===== src/rtl/core/chop_ram.sv =====
`default_nettype none
module chop_ram #(
  parameter int WIDTH = 8,
  parameter int DEPTH = 16,
  localparam int AW = (DEPTH > 1) ? $clog2(DEPTH) : 1
) (
  input  wire logic             clk,
  input  wire logic             we,
  input  wire logic [AW-1:0]    waddr,
  input  wire logic [WIDTH-1:0] wdata,
  input  wire logic             re,
  input  wire logic [AW-1:0]    raddr,
  output logic      [WIDTH-1:0] rdata
);

  logic [WIDTH-1:0] mem [DEPTH];

  always_ff @(posedge clk) begin
    if (we) begin
      mem[waddr] <= wdata;
    end
    if (re) begin
      rdata <= mem[raddr];
    end
  end

endmodule
`default_nettype wire


===== config.mk =====
export PLATFORM = sky130hd
export DESIGN_NAME = chop_ram
export DESIGN_NICKNAME = d
export VERILOG_FILES = /design/src/rtl/core/chop_ram.sv
export SDC_FILE = /design/constraint.sdc
export NUM_CORES = 1
export LEC_CHECK = 0
export BUFFER_PORTS_ARGS = -buffer_cell sky130_fd_sc_hd__buf_2
export CELL_PAD_IN_SITES_DETAIL_PLACEMENT = 1
export CELL_PAD_IN_SITES_GLOBAL_PLACEMENT = 1
export CORE_UTILIZATION = 57
export DETAILED_ROUTE_END_ITERATION = 10
export PLACE_DENSITY_LB_ADDON = 0.15
export SYNTH_ARGS = -nofsm -noshare
export SYNTH_HDL_FRONTEND = slang
export SYNTH_SLANG_ARGS = --single-unit

===== constraint.sdc =====
create_clock -name clk -period 3.25 [get_ports clk]
set_input_delay 0.4875 -clock clk [delete_from_list [all_inputs] [get_ports clk]]
set_output_delay 0.4875 -clock clk [all_outputs]
set_load 0.05 [all_outputs]

==> flow_summary.yaml <==
run_status:
  status: "finished with violations"
  failed_checks: "design-rule violations"
floorplan:
  start_util_pct: 59.4
  num_rows: 34
  die_h_um: 97.8
  pin_count: 27
  die-area_um2: 9560
  core_um2: 8810
  die_x_um: 97.8
final_layout:
  seqCellArea_um2: 4080
  area_delta_synth_final_pct: 16.0
  n_fill_cell: 677
  postLayoutCoreUtil_pct: 68.8
  drive_gt1_share_pct: 30.0
  multi_input_area_um2: 1060
  final_cell_mix: "136 x edfxtp_1, 26 x buf_2, 18 x mux4_2"
  antenna_cells: 0
  final_design_area_no_fill_um2: 6060
  fin_nets: 294
  layout_commonest_cell: "edfxtp_1"
sta:
  final.setup.tns_ns: 0
  skew_ns: 0.00803
  holdWs_ns: 0.363
  drv_slew: 0
  finalCriticalPeriod_ns: 1.94
  setup_violations: 0
  fmaxAchievable_mhz: 515
  rsz0062_at_grt: "false"
  period_share_pct: 59.8
  slew-limit-headroom_pct: 32.4
  tightest_slew_ns: 1.01
  hold_viol: 0
worst_setup_path:
  endpoint: "rdata[1]"
  worstSetupPathType: "in -> reg"
  rr_worst_depth: 3
  path_max_fanout: 23
  crit_required_ns: 3.50
  cp_cell_sequence: "buf_2, buf_4, mux4_1, a22oi_1, nand2_1"
  crit_cells: 5
  critPathLaunch: "raddr[0]"
  slowest_stage: "mux4_1"
  worstSetupStartpointType: "input port"
  reg2reg_to: "rdata[2]"
  r2r_slack_ns: 1.71
  critPathTopFamily: "buffers and inverters"
  critical-path-max-stage-delay_ns: 0.58
  r2r_start: "mem[1][2]"
  path_buf_inv: 2
  crit_arrival_ns: 2.19
  endpoint_kind: "register"
power:
  leakagePower_nw: 2.04
  vdd_drop_max_mv: 0.399
  p_per_area_nw_per_um2: 669
  total_power_mw: 4.06
grt:
  antenna_found_initial: 0
  grt_max_degree: 33
  gr-total-overflow: 0
  grt_pass1_wl_um: 16400
  grt_pass1_vias: 2680
  track_usage_pct: 25.0
worst_hold_path:
  hold_class: "in -> reg"
placement:
  detailed_place_hpwl_um: 6660
  placed_cell_area_um2: 5490
  gp_congestion: 0.700
  portBuffers: 26
route:
  drt_pass1_iterations: 7
  drt-wirelength-per-cell_um: 27.6
  vias: 2482
  drc: 8
  routed_wl_um: 10900
  drt-initial-drc-count: 229
  vias_per_cell: 6.28
  ant_nets: 0
yosys:
  ys_warn_count: 0
  synth-seq-cells: 136
  synth_largest_area_cell: "edfxtp_1"
  synthCells: 229
  synth.avg_cell_area_um2: 22.8
  seq_area_frac_synth_pct: 78.1
  yosysUniqueCellTypes: 18
  synth.net_count: 248
  yosys-top-cells-area: "edfxtp_1 78%, mux4_2 7.8%, mux4_1 7.0%, a22oi_1 2.3%, nor2_1 0.93%"
  yosys.area.top_type_share_pct: 78.1
  syn_area_um2: 5230
cts:
  root_buffer: "clkbuf_8"
  cts_sinks: 136
  cts_tree: "done"
  cts_made_buffers: 17
  cts_buffer_depth: 2
  postCtsHoldBufs: 0
  postCtsSetupRepairBufs: 0
  cts_resized: 0
  clkSlewWorstSetupHoldPaths_ns: 0.06
  htreeDepth: 4
  clkLatencyLatePin_ns: 0.50
job:
  drv_cap: 0
==> cell families after synthesis <==
group | count (synthesis) | share of synthesized area [%]
AO/OA/AOI/OAI | 16 | 2.30
buffers and inverters | 10 | 1.65
AND/OR/NAND/NOR | 35 | 3.14
multiplexers | 32 | 14.8
flip-flops | 136 | 78.1
==> final cells by class <==
cell class	instances	share of cell area, %
repair buffers	37	3.51
multi-input cells	83	17.4
clock inverters	13	2.56
clock buffers	18	6.89
well taps	108	2.23
flip-flops and latches	136	67.4
==> per-layer routing <==
layer | track usage, % | share of wire, % | up-vias
met2 | 39.9 | 51 | 78
met1 | 35.6 | 44 | 1323
met3 | 5.94 | 4.3 | 11
li1 | - | - | 1070
met5 | 0 | 0 | -
met4 | 6.53 | 1.1 | 0
==> synth_stat cells, drive strengths merged <==
cell,n
nor3,4
a22oi,16
clkdlybuf4s25,3
mux4,32
edfxtp,136
nand2,9
nand2b,2
and2,1
buf,7
nor2,13
and2b,1
or3b,1
nand3,1
nand3b,2
nor2b,1
==> worst min-delay path by stage <==
stage | depth (start not counted) | end | start
after floorplan | 0 | mem[0][0] | wdata[0]
after global placement | 3 | rdata[0] | mem[12][0]
after detailed placement | 3 | rdata[4] | mem[15][4]
after CTS | 1 | rdata[0] | re
after global routing | 1 | rdata[0] | re
final | 1 | rdata[0] | re
==> per-stage QoR <==
stage                     instances  setup WS [ns]
after global routing            395           1.18
after detailed placement        364          0.782
final                           395           1.31
after floorplan                 229           1.27
after CTS                       395           1.28
after global placement          364          0.801
==> worst reg2reg max path, delay by kind of cell (launching register included) <==
kind             cells  cell delay (ns)
AO/OA/AOI/OAI        1             0.31
flip-flops           1             0.37
multiplexers         1             0.51
AND/OR/NAND/NOR      1             0.10
==> state kept, by name (all words and copies together), names as in the netlist <==
name   cells
mem      128
rdata      8
==> power breakdown <==
group	internal, mW	switching (mW)
logic	0.0725	0.136
clock network	1.16	0.700
registers	1.98	0.0111
(Power assumes the default switching activity.)
